`src/design/pwgfd_pkg.sv`:
```
// Shared types, constants and helpers for the pulse-width gamepad frame decoder.
// No dependencies; every other design file imports this package.
package pwgfd_pkg;

  localparam int unsigned FRAME_BITS_DEF = 18;
  localparam int unsigned TICK_W         = 8;
  localparam int unsigned WORD_W         = 16;
  localparam int unsigned MAP_W          = 12;
  localparam int unsigned HOLD_W         = 4;
  localparam int unsigned NIB_W          = 4;
  localparam int unsigned CFG_IDX_W      = 3;
  localparam int unsigned CFG_DATA_W     = 8;

  localparam logic [TICK_W-1:0] PREAMBLE_MIN_RST = 8'd34;
  localparam logic [TICK_W-1:0] PREAMBLE_MAX_RST = 8'd38;
  localparam logic [TICK_W-1:0] SHORT_MIN_RST    = 8'd2;
  localparam logic [TICK_W-1:0] SHORT_MAX_RST    = 8'd6;
  localparam logic [TICK_W-1:0] LONG_MIN_RST     = 8'd11;
  localparam logic [TICK_W-1:0] LONG_MAX_RST     = 8'd15;
  localparam logic [HOLD_W-1:0] HOLD_POLLS_RST   = 4'd10;

  localparam logic MODE_PULSE = 1'b0;
  localparam logic MODE_POLL  = 1'b1;

  typedef enum logic [CFG_IDX_W-1:0] {
    CFG_PREAMBLE_MIN = 3'd0,
    CFG_PREAMBLE_MAX = 3'd1,
    CFG_SHORT_MIN    = 3'd2,
    CFG_SHORT_MAX    = 3'd3,
    CFG_LONG_MIN     = 3'd4,
    CFG_LONG_MAX     = 3'd5,
    CFG_HOLD_POLLS   = 3'd6
  } cfg_idx_t;

  typedef struct packed {
    logic [TICK_W-1:0] preamble_min;
    logic [TICK_W-1:0] preamble_max;
    logic [TICK_W-1:0] short_min;
    logic [TICK_W-1:0] short_max;
    logic [TICK_W-1:0] long_min;
    logic [TICK_W-1:0] long_max;
    logic [HOLD_W-1:0] hold_polls;
  } cfg_t;

  // Outcome of one pulse beat, handed from the frame receiver to the poll side.
  typedef struct packed {
    logic              latched;
    logic              error;
    logic [WORD_W-1:0] word;
  } pulse_evt_t;

  function automatic logic in_window(input logic [TICK_W-1:0] t,
                                     input logic [TICK_W-1:0] lo,
                                     input logic [TICK_W-1:0] hi);
    in_window = (t >= lo) && (t <= hi);
  endfunction

endpackage

```
`src/design/pwgfd_cfg_regs.sv`:
```
// Configuration register file for the frame decoder.
// Depends on pwgfd_pkg for the register map and the cfg_t bundle.
module pwgfd_cfg_regs
  import pwgfd_pkg::*;
(
  input  logic                  clk,
  input  logic                  rst_n,
  input  logic                  cfg_we,
  input  logic [CFG_IDX_W-1:0]  cfg_index,
  input  logic [CFG_DATA_W-1:0] cfg_data,
  output cfg_t                  cfg
);

  cfg_t cfg_r;
  cfg_t cfg_nxt;

  always_comb begin
    cfg_nxt = cfg_r;
    if (cfg_we) begin
      case (cfg_idx_t'(cfg_index))
        CFG_PREAMBLE_MIN: cfg_nxt.preamble_min = cfg_data;
        CFG_PREAMBLE_MAX: cfg_nxt.preamble_max = cfg_data;
        CFG_SHORT_MIN:    cfg_nxt.short_min    = cfg_data;
        CFG_SHORT_MAX:    cfg_nxt.short_max    = cfg_data;
        CFG_LONG_MIN:     cfg_nxt.long_min     = cfg_data;
        CFG_LONG_MAX:     cfg_nxt.long_max     = cfg_data;
        CFG_HOLD_POLLS:   cfg_nxt.hold_polls   = cfg_data[HOLD_W-1:0];
        default:          cfg_nxt = cfg_r;
      endcase
    end
  end

  always_ff @(posedge clk) begin
    if (!rst_n) begin
      cfg_r.preamble_min <= PREAMBLE_MIN_RST;
      cfg_r.preamble_max <= PREAMBLE_MAX_RST;
      cfg_r.short_min    <= SHORT_MIN_RST;
      cfg_r.short_max    <= SHORT_MAX_RST;
      cfg_r.long_min     <= LONG_MIN_RST;
      cfg_r.long_max     <= LONG_MAX_RST;
      cfg_r.hold_polls   <= HOLD_POLLS_RST;
    end else begin
      cfg_r <= cfg_nxt;
    end
  end

  assign cfg = cfg_r;

endmodule

```
`src/design/pwgfd_pulse_rx.sv`:
```
// Pulse-width frame receiver: bit position counter and shift register.
// Depends on pwgfd_pkg for widths, cfg_t, pulse_evt_t and in_window.
module pwgfd_pulse_rx
  import pwgfd_pkg::*;
#(
  parameter int unsigned FRAME_BITS = FRAME_BITS_DEF
) (
  input  logic              clk,
  input  logic              rst_n,
  input  logic              step,
  input  logic [TICK_W-1:0] ticks,
  input  logic              level,
  input  cfg_t              cfg,
  output pulse_evt_t        evt
);

  localparam int unsigned POS_W = $clog2(FRAME_BITS + 2);
  localparam logic [POS_W-1:0] POS_IDLE = '0;
  localparam logic [POS_W-1:0] POS_LAST = POS_W'(FRAME_BITS + 1);

  logic [POS_W-1:0]  bit_pos_r, bit_pos_nxt;
  logic [WORD_W-1:0] shift_r, shift_nxt;
  logic              is_short, is_long, is_pre;

  always_comb begin
    is_short    = in_window(ticks, cfg.short_min, cfg.short_max);
    is_long     = in_window(ticks, cfg.long_min, cfg.long_max);
    is_pre      = in_window(ticks, cfg.preamble_min, cfg.preamble_max);
    bit_pos_nxt = bit_pos_r;
    shift_nxt   = shift_r;
    evt         = '0;
    if (bit_pos_r == POS_IDLE) begin
      if (!level && is_pre) begin
        bit_pos_nxt = POS_W'(1);
      end
    end else if (level) begin
      // Shift first; a bad pulse still leaves the zero in place.
      shift_nxt = {shift_r[WORD_W-2:0], is_long};
      if (!is_long && !is_short) begin
        bit_pos_nxt = POS_IDLE;
        evt.error   = 1'b1;
      end else if (bit_pos_r + POS_W'(1) == POS_LAST) begin
        bit_pos_nxt = POS_IDLE;
        evt.latched = 1'b1;
      end else begin
        bit_pos_nxt = bit_pos_r + POS_W'(1);
      end
    end else if (!is_short) begin
      bit_pos_nxt = POS_IDLE;
      evt.error   = 1'b1;
    end
    evt.word = shift_nxt;
  end

  always_ff @(posedge clk) begin
    if (!rst_n) begin
      bit_pos_r <= POS_IDLE;
      shift_r   <= '0;
    end else if (step) begin
      bit_pos_r <= bit_pos_nxt;
      shift_r   <= shift_nxt;
    end
  end

endmodule

```
`src/design/pwgfd_player_track.sv`:
```
// Pending word, checksum check, per-player button maps and hold timers.
// Depends on pwgfd_pkg for widths and pulse_evt_t.
module pwgfd_player_track
  import pwgfd_pkg::*;
(
  input  logic              clk,
  input  logic              rst_n,
  input  logic              pulse_step,
  input  logic              poll_step,
  input  pulse_evt_t        evt,
  input  logic [HOLD_W-1:0] hold_polls,
  output logic [MAP_W-1:0]  map_one_nxt,
  output logic [MAP_W-1:0]  map_two_nxt,
  output logic              bad
);

  logic [WORD_W-1:0] pending_r, pending_nxt;
  logic [MAP_W-1:0]  map_r   [2];
  logic [MAP_W-1:0]  map_nxt [2];
  logic [HOLD_W-1:0] timer_r   [2];
  logic [HOLD_W-1:0] timer_nxt [2];
  logic [MAP_W-1:0]  btn;
  logic [NIB_W-1:0]  chk, nib_sum;

  assign btn     = pending_r[WORD_W-1:NIB_W];
  assign chk     = pending_r[NIB_W-1:0];
  assign nib_sum = btn[3:0] + btn[7:4] + btn[11:8];

  always_comb begin
    pending_nxt = pending_r;
    map_nxt     = map_r;
    timer_nxt   = timer_r;
    bad         = 1'b0;
    if (pulse_step && evt.latched) begin
      pending_nxt = evt.word;
    end
    if (poll_step) begin
      if (pending_r != '0) begin
        if (nib_sum + NIB_W'(1) == chk) begin
          map_nxt[0]   = btn;
          timer_nxt[0] = hold_polls;
        end else if (nib_sum - NIB_W'(1) == chk) begin
          map_nxt[1]   = btn;
          timer_nxt[1] = hold_polls;
        end else begin
          bad = 1'b1;
        end
        pending_nxt = '0;
      end else begin
        // Age each timer; clear the map when it runs out.
        for (int p = 0; p < 2; p++) begin
          if (timer_r[p] != '0) begin
            timer_nxt[p] = timer_r[p] - HOLD_W'(1);
            if (timer_r[p] == HOLD_W'(1)) begin
              map_nxt[p] = '0;
            end
          end
        end
      end
    end
  end

  always_ff @(posedge clk) begin
    if (!rst_n) begin
      pending_r <= '0;
      map_r     <= '{default: '0};
      timer_r   <= '{default: '0};
    end else begin
      pending_r <= pending_nxt;
      map_r     <= map_nxt;
      timer_r   <= timer_nxt;
    end
  end

  assign map_one_nxt = map_nxt[0];
  assign map_two_nxt = map_nxt[1];

endmodule

```
`src/design/pulse_width_gamepad_frame_decoder_core.sv`:
```
// Top level of the pulse-width gamepad frame decoder.
// Depends on pwgfd_pkg, pwgfd_cfg_regs, pwgfd_pulse_rx and pwgfd_player_track.
//
// Each input beat is either a measured pulse (mode 0: width in ticks and level)
// or a poll tick (mode 1), and it yields exactly one result beat carrying both
// players' button maps after that beat plus three event flags. A low pulse in
// the preamble window opens a frame; each high pulse then shifts in one bit
// (long window = 1, short window = 0, long wins where they overlap) and each
// low pulse must be short, otherwise the frame aborts with framing_error.
// After FRAME_BITS bits the low 16 bits become the pending word and
// frame_latched is set. A poll consumes a nonzero pending word: its checksum
// nibble picks player one (nibble sum + 1) or player two (nibble sum - 1), or
// the word is dropped with checksum_bad. A poll with nothing pending ages the
// hold timers and clears a player's map when its timer expires; hold_polls of
// zero holds a map until that player's next frame. Throughput is one beat per
// clock unless the consumer stalls; a beat passes input and result registers,
// and the state update loop through the window compares and checksum adder
// sets the rate. The user must write registers through cfg_we/cfg_index/
// cfg_data only while no beat is in flight; the block does not enforce this.
// An index beyond the register list is ignored. No clearing pass after reset.
module pulse_width_gamepad_frame_decoder_core
  import pwgfd_pkg::*;
#(
  parameter int unsigned FRAME_BITS = FRAME_BITS_DEF
) (
  input  logic                  clk,
  input  logic                  rst_n,
  input  logic                  in_valid,
  output logic                  in_ready,
  input  logic                  in_mode,
  input  logic [TICK_W-1:0]     in_pulse_ticks,
  input  logic                  in_level,
  output logic                  out_valid,
  input  logic                  out_ready,
  output logic [MAP_W-1:0]      out_player_one_buttons,
  output logic [MAP_W-1:0]      out_player_two_buttons,
  output logic                  out_frame_latched,
  output logic                  out_framing_error,
  output logic                  out_checksum_bad,
  input  logic                  cfg_we,
  input  logic [CFG_IDX_W-1:0]  cfg_index,
  input  logic [CFG_DATA_W-1:0] cfg_data
);

  cfg_t              cfg;
  pulse_evt_t        evt;

  // Input register stage.
  logic              s1_valid_r;
  logic              s1_mode_r;
  logic [TICK_W-1:0] s1_ticks_r;
  logic              s1_level_r;

  // Result register stage.
  logic              out_valid_r;
  logic [MAP_W-1:0]  out_one_r, out_two_r;
  logic              out_latched_r, out_error_r, out_bad_r;

  logic              advance;
  logic              pulse_step, poll_step;
  logic [MAP_W-1:0]  map_one_nxt, map_two_nxt;
  logic              bad;

  // Move the held beat into the result register when that slot is free or
  // being drained this cycle; state commits at the same edge.
  assign advance    = s1_valid_r && (!out_valid_r || out_ready);
  assign in_ready   = !s1_valid_r || advance;
  assign pulse_step = advance && (s1_mode_r == MODE_PULSE);
  assign poll_step  = advance && (s1_mode_r == MODE_POLL);

  pwgfd_cfg_regs u_cfg (
    .clk       (clk),
    .rst_n     (rst_n),
    .cfg_we    (cfg_we),
    .cfg_index (cfg_index),
    .cfg_data  (cfg_data),
    .cfg       (cfg)
  );

  pwgfd_pulse_rx #(
    .FRAME_BITS (FRAME_BITS)
  ) u_pulse_rx (
    .clk   (clk),
    .rst_n (rst_n),
    .step  (pulse_step),
    .ticks (s1_ticks_r),
    .level (s1_level_r),
    .cfg   (cfg),
    .evt   (evt)
  );

  pwgfd_player_track u_track (
    .clk         (clk),
    .rst_n       (rst_n),
    .pulse_step  (pulse_step),
    .poll_step   (poll_step),
    .evt         (evt),
    .hold_polls  (cfg.hold_polls),
    .map_one_nxt (map_one_nxt),
    .map_two_nxt (map_two_nxt),
    .bad         (bad)
  );

  // Input register: capture on each accepted beat, drop valid once consumed.
  always_ff @(posedge clk) begin
    if (!rst_n) begin
      s1_valid_r <= 1'b0;
    end else if (in_ready) begin
      s1_valid_r <= in_valid;
    end
  end

  always_ff @(posedge clk) begin
    if (in_valid && in_ready) begin
      s1_mode_r  <= in_mode;
      s1_ticks_r <= in_pulse_ticks;
      s1_level_r <= in_level;
    end
  end

  // Result register: hold while the consumer stalls.
  always_ff @(posedge clk) begin
    if (!rst_n) begin
      out_valid_r <= 1'b0;
    end else if (advance) begin
      out_valid_r <= 1'b1;
    end else if (out_ready) begin
      out_valid_r <= 1'b0;
    end
  end

  always_ff @(posedge clk) begin
    if (advance) begin
      out_one_r     <= map_one_nxt;
      out_two_r     <= map_two_nxt;
      out_latched_r <= pulse_step && evt.latched;
      out_error_r   <= pulse_step && evt.error;
      out_bad_r     <= poll_step && bad;
    end
  end

  assign out_valid              = out_valid_r;
  assign out_player_one_buttons = out_one_r;
  assign out_player_two_buttons = out_two_r;
  assign out_frame_latched      = out_latched_r;
  assign out_framing_error      = out_error_r;
  assign out_checksum_bad       = out_bad_r;

`ifndef ASSERT_OFF
  // An empty result slot must never hold off the producer.
  a_no_stall_when_empty: assert property (@(posedge clk) disable iff (!rst_n)
    !out_valid_r |-> in_ready)
    else $error("input stalled with empty result register");

  // A full pipeline with a stalled consumer must back-pressure the input.
  a_backpressure: assert property (@(posedge clk) disable iff (!rst_n)
    (s1_valid_r && out_valid_r && !out_ready) |-> !in_ready)
    else $error("input accepted while pipeline is full and stalled");

  // Pulse flags and the poll flag come from different beat kinds.
  a_flag_kinds: assert property (@(posedge clk) disable iff (!rst_n)
    (out_valid && (out_frame_latched || out_framing_error)) |-> !out_checksum_bad)
    else $error("pulse and poll flags set on one result beat");

  // A beat reaching the result register always follows an accepted input beat.
  a_result_has_source: assert property (@(posedge clk) disable iff (!rst_n)
    $rose(out_valid_r) |-> $past(s1_valid_r))
    else $error("result beat without an input beat");
`endif

endmodule
```
`config.mk`:
```
export PLATFORM = sky130hd
export DESIGN_NAME = pulse_width_gamepad_frame_decoder_core
export DESIGN_NICKNAME = d
export VERILOG_FILES = /design/src/design/pwgfd_pkg.sv /design/src/design/pwgfd_cfg_regs.sv /design/src/design/pwgfd_pulse_rx.sv /design/src/design/pwgfd_player_track.sv /design/src/design/pulse_width_gamepad_frame_decoder_core.sv
export SDC_FILE = /design/constraint.sdc
export NUM_CORES = 1
export LEC_CHECK = 0
export BUFFER_PORTS_ARGS = -buffer_cell sky130_fd_sc_hd__buf_2
export CAP_MARGIN = 20
export CORE_ASPECT_RATIO = 1.75
export CORE_MARGIN = 10
export CORE_UTILIZATION = 61
export DETAILED_ROUTE_END_ITERATION = 6
export PLACE_DENSITY = 0.88
export SLEW_MARGIN = 20
export SYNTH_ARGS = -nofsm -noshare
export SYNTH_HDL_FRONTEND = slang
export SYNTH_SLANG_ARGS = --single-unit
```
`constraint.sdc`:
```
create_clock -name clk -period 4.1 [get_ports clk]
set_input_delay 0.205 -clock clk [delete_from_list [all_inputs] [get_ports clk]]
set_output_delay 0.205 -clock clk [all_outputs]
set_load 0.01 [all_outputs]
```
==> results.md <==
- Initial antenna violation count: 0
- Core region area: ~13,000 um2
- Post-synth net total: 977
- Routed length per placed instance: 17.5 um
- Vias in the first global route: 6,657
- Layout Utilization: 70.6%
- Cell taking the most area after synthesis: dfxtp_1
- Hold Path Class: in -> reg
- Post-synthesis async set-or-reset flop share: 0%
- Register Area: between 3000 and 4000 um2
- Placed inst area: approximately 8500 um2
- Max-slew headroom: a little under a third
- Starting density of the core: 62.3%
- Num rows: 55
- Cts hold-fix bufs: 10
- Via/cell ratio: 5.98
- Mapped Area: 8100 um2
- Design Area, Final: ~9200 um2
- Crit path required time: between 4000 and 5000 ps
- Setup WS pre-CTS: roughly 730 ps
- Clock buffer depth: 2
- Most common cell in the netlist: nand2_1
- Power per standard cell area: ~380 nW/um2
- Wirelength, routed: slightly below 20,000 um
- Largest net degree at the start of global routing: 53
- Clock sink count: 160
- Period minus WS final: 3450 ps
- Synth Area per Inst: around 9.1 um2
- Reg clk slew, reported paths: 70 ps
- First-pass GRT wire length: roughly 32,000 um
- ANT nets after route: 0
- Antenna Cells: 0
- Aggregate global routing overflow: 0
- Leak: 3.46 nW
- Final setup violation count: 0
- Final TNS setup: 0 ps
- Period utilisation layout: 84.1%
- Yosys top cell area share: 30.4%
- Layout area overhead: 13.4%
- Share of cells above drive strength 1: 13.4%
- Synth area leaders: dfxtp_1 30%, edfxtp_1 14%, ha_1 9.0%
- Gate Count Post-Synth: 889
- Initial DRC count: 334
- Die height: 172 um
- Drt pass-1 iters: 7
- Via Count: 6,728
- Number of port buffers: 54
- Total track usage: 21.8%
- Type of origin of the critical path: register
- Setup Buffers After CTS: 0
- Fillers: 939
- Crit. End Element: register
- Area of the multi-input gates: roughly 4100 um2
- Die X: 107 um
- Failing checks: design-rule violations
- Unique masters post-synth: 64
- Worst-Skew Late Latency: 440 ps
- HPWL Detailed: 13,600 um
- Worst VDD drop: 0.285 mV
- CTS tree: done
- NumNets Final: 1,030
- Tightest Pin Transition: between 1000 and 1500 ps
- Final Skew: 15.0 ps
- Hold Violations, Final: 0
- CP max FO: 12
- CTS resizes: 0
- Pins over their slew limit: 0
- Fmax: slightly below 300 MHz
- Synth top cells by count: 187 x nand2_1, 123 x dfxtp_1, 68 x nor2_1
- Fin worst setup slack: 652 ps
- Max Cap Violations: 0
- Post-synth EDFFs: 37
- RSZ-0062 raised after global routing: false
- Synth Flop Type: dfxtp_1
- IO Count: 55
- Crit path DAT: 3730 ps
- Crit Path Class: reg -> reg
- Status: finished, violations left
- H-tree levels: 4
- Gpl congestion: 0.929
- Share of the yosys chip area belonging to registers: 44.1%
- Number of buffers created by CTS: 17
- DRC viols: 2
- Tot Pwr: 3.46 mW
- Yosys warnings: 0
- #FFs+latches synth: 160
- Root buffer cell: clkbuf_16
- Die ar.: 18,500 um2
[area by class of cell]
cell class / instances / area share (%)
timing repair buffer: 70 / 4.52
clock buffer: 17 / 4.63
sequential: 160 / 38.9
tap: 171 / 2.33
clock inverter: 15 / 2.04
multi-input combinational: 632 / 45.1
inverter: 61 / 2.49
[final timing paths]
path,startpoint,end,slack [ps],cells past startpoint
worst max-delay path,u_track.pending_r[5]$_SDFF_PN0_,out_player_two_buttons[9]$_DFFE_PP_,650,11
worst min-delay path,in_valid,s1_valid_r$_SDFFE_PN0N_,7,3
worst max register to register,u_track.pending_r[5]$_SDFF_PN0_,out_player_two_buttons[9]$_DFFE_PP_,650,11
worst min register to register,u_cfg.cfg[30]$_SDFFE_PN0P_,u_cfg.cfg[30]$_SDFFE_PN0P_,460,2
[layer usage]
layer	GRT usage (%)	wire (um)	part of all wire (%)	vias up
met3	5.33	1180	6.0	77
met4	15.0	1150	5.8	0
met2	40.0	10500	53	277
li1	-	-	-	3227
met1	20.7	6890	35	3147
met5	0	0	0	-
[placed cells by master, fill, tap and decap left out, types with 5 or more instances in the layout]
master,n
a21boi_0,50
a21oi_1,27
a21oi_2,11
a22o_1,25
a311oi_1,16
and2_1,11
buf_2,54
buf_4,6
clkbuf_16,17
clkinv_8,6
dfxtp_1,123
dlygate4sd3_1,10
edfxtp_1,37
ha_1,58
inv_1,61
inv_8,5
mux2i_1,6
nand2_1,187
nand2b_1,8
nand3_1,19
nand4_1,5
nor2_1,68
nor2b_1,8
nor3_1,6
nor3b_1,5
nor3b_2,10
nor4_1,5
o211ai_1,13
o21a_1,6
o21ai_0,19
xnor2_1,5
[registers in the layout (all words and copies together), names as in the netlist, 5 cells and up]
signal,cells
out_player_one_buttons,12
u_pulse_rx.shift_r,16
out_player_two_buttons,12
u_track.map_r,24
s1_ticks_r,8
u_pulse_rx.bit_pos_r,5
u_cfg.cfg,52
u_track.timer_r,8
u_track.pending_r,16
[report_power, final]
group | switching, mW | total, mW | internal, mW | leakage (nW)
logic | 0.133 | 0.216 | 0.0831 | 1.81
clock network | 0.760 | 1.59 | 0.827 | 0.294
registers | 0.0213 | 1.66 | 1.64 | 1.35
[metrics by stage]
step           std cells  hold WS (ps)
6_report            1126          7.27
4_1_cts             1126         0.132
3_3_place_gp        1084           382
5_1_grt             1126          8.55
3_5_place_dp        1084           383
2_1_floorplan        889           304
[worst max-delay path, stage by stage (launching register included)]
cell and delay (ps):
dfxtp_1 390, fa_1 580, ha_1 150, inv_1 40
fa_1 370, xnor2_1 170, xnor3_2 350, xnor2_2 270
a31oi_4 170, nor3_4 490, nor2_1 140, nor2_1 160
[cells by family (layout without fill, tap and decap cells)]
logic type | Yosys count | in the layout | synth area share (%)
xor gates and xnor gates | 10 | 10 | 1.36
adders and majority gates | 62 | 62 | 9.95
muxes | 6 | 6 | 0.742
buffers and inverters | 97 | 163 | 4.87
DFF | 160 | 160 | 44.1
and+or+nand+nor | 353 | 353 | 20.3
AOI/OAI and AO/OA | 201 | 201 | 18.6
Power figures use the tool's default switching activity.
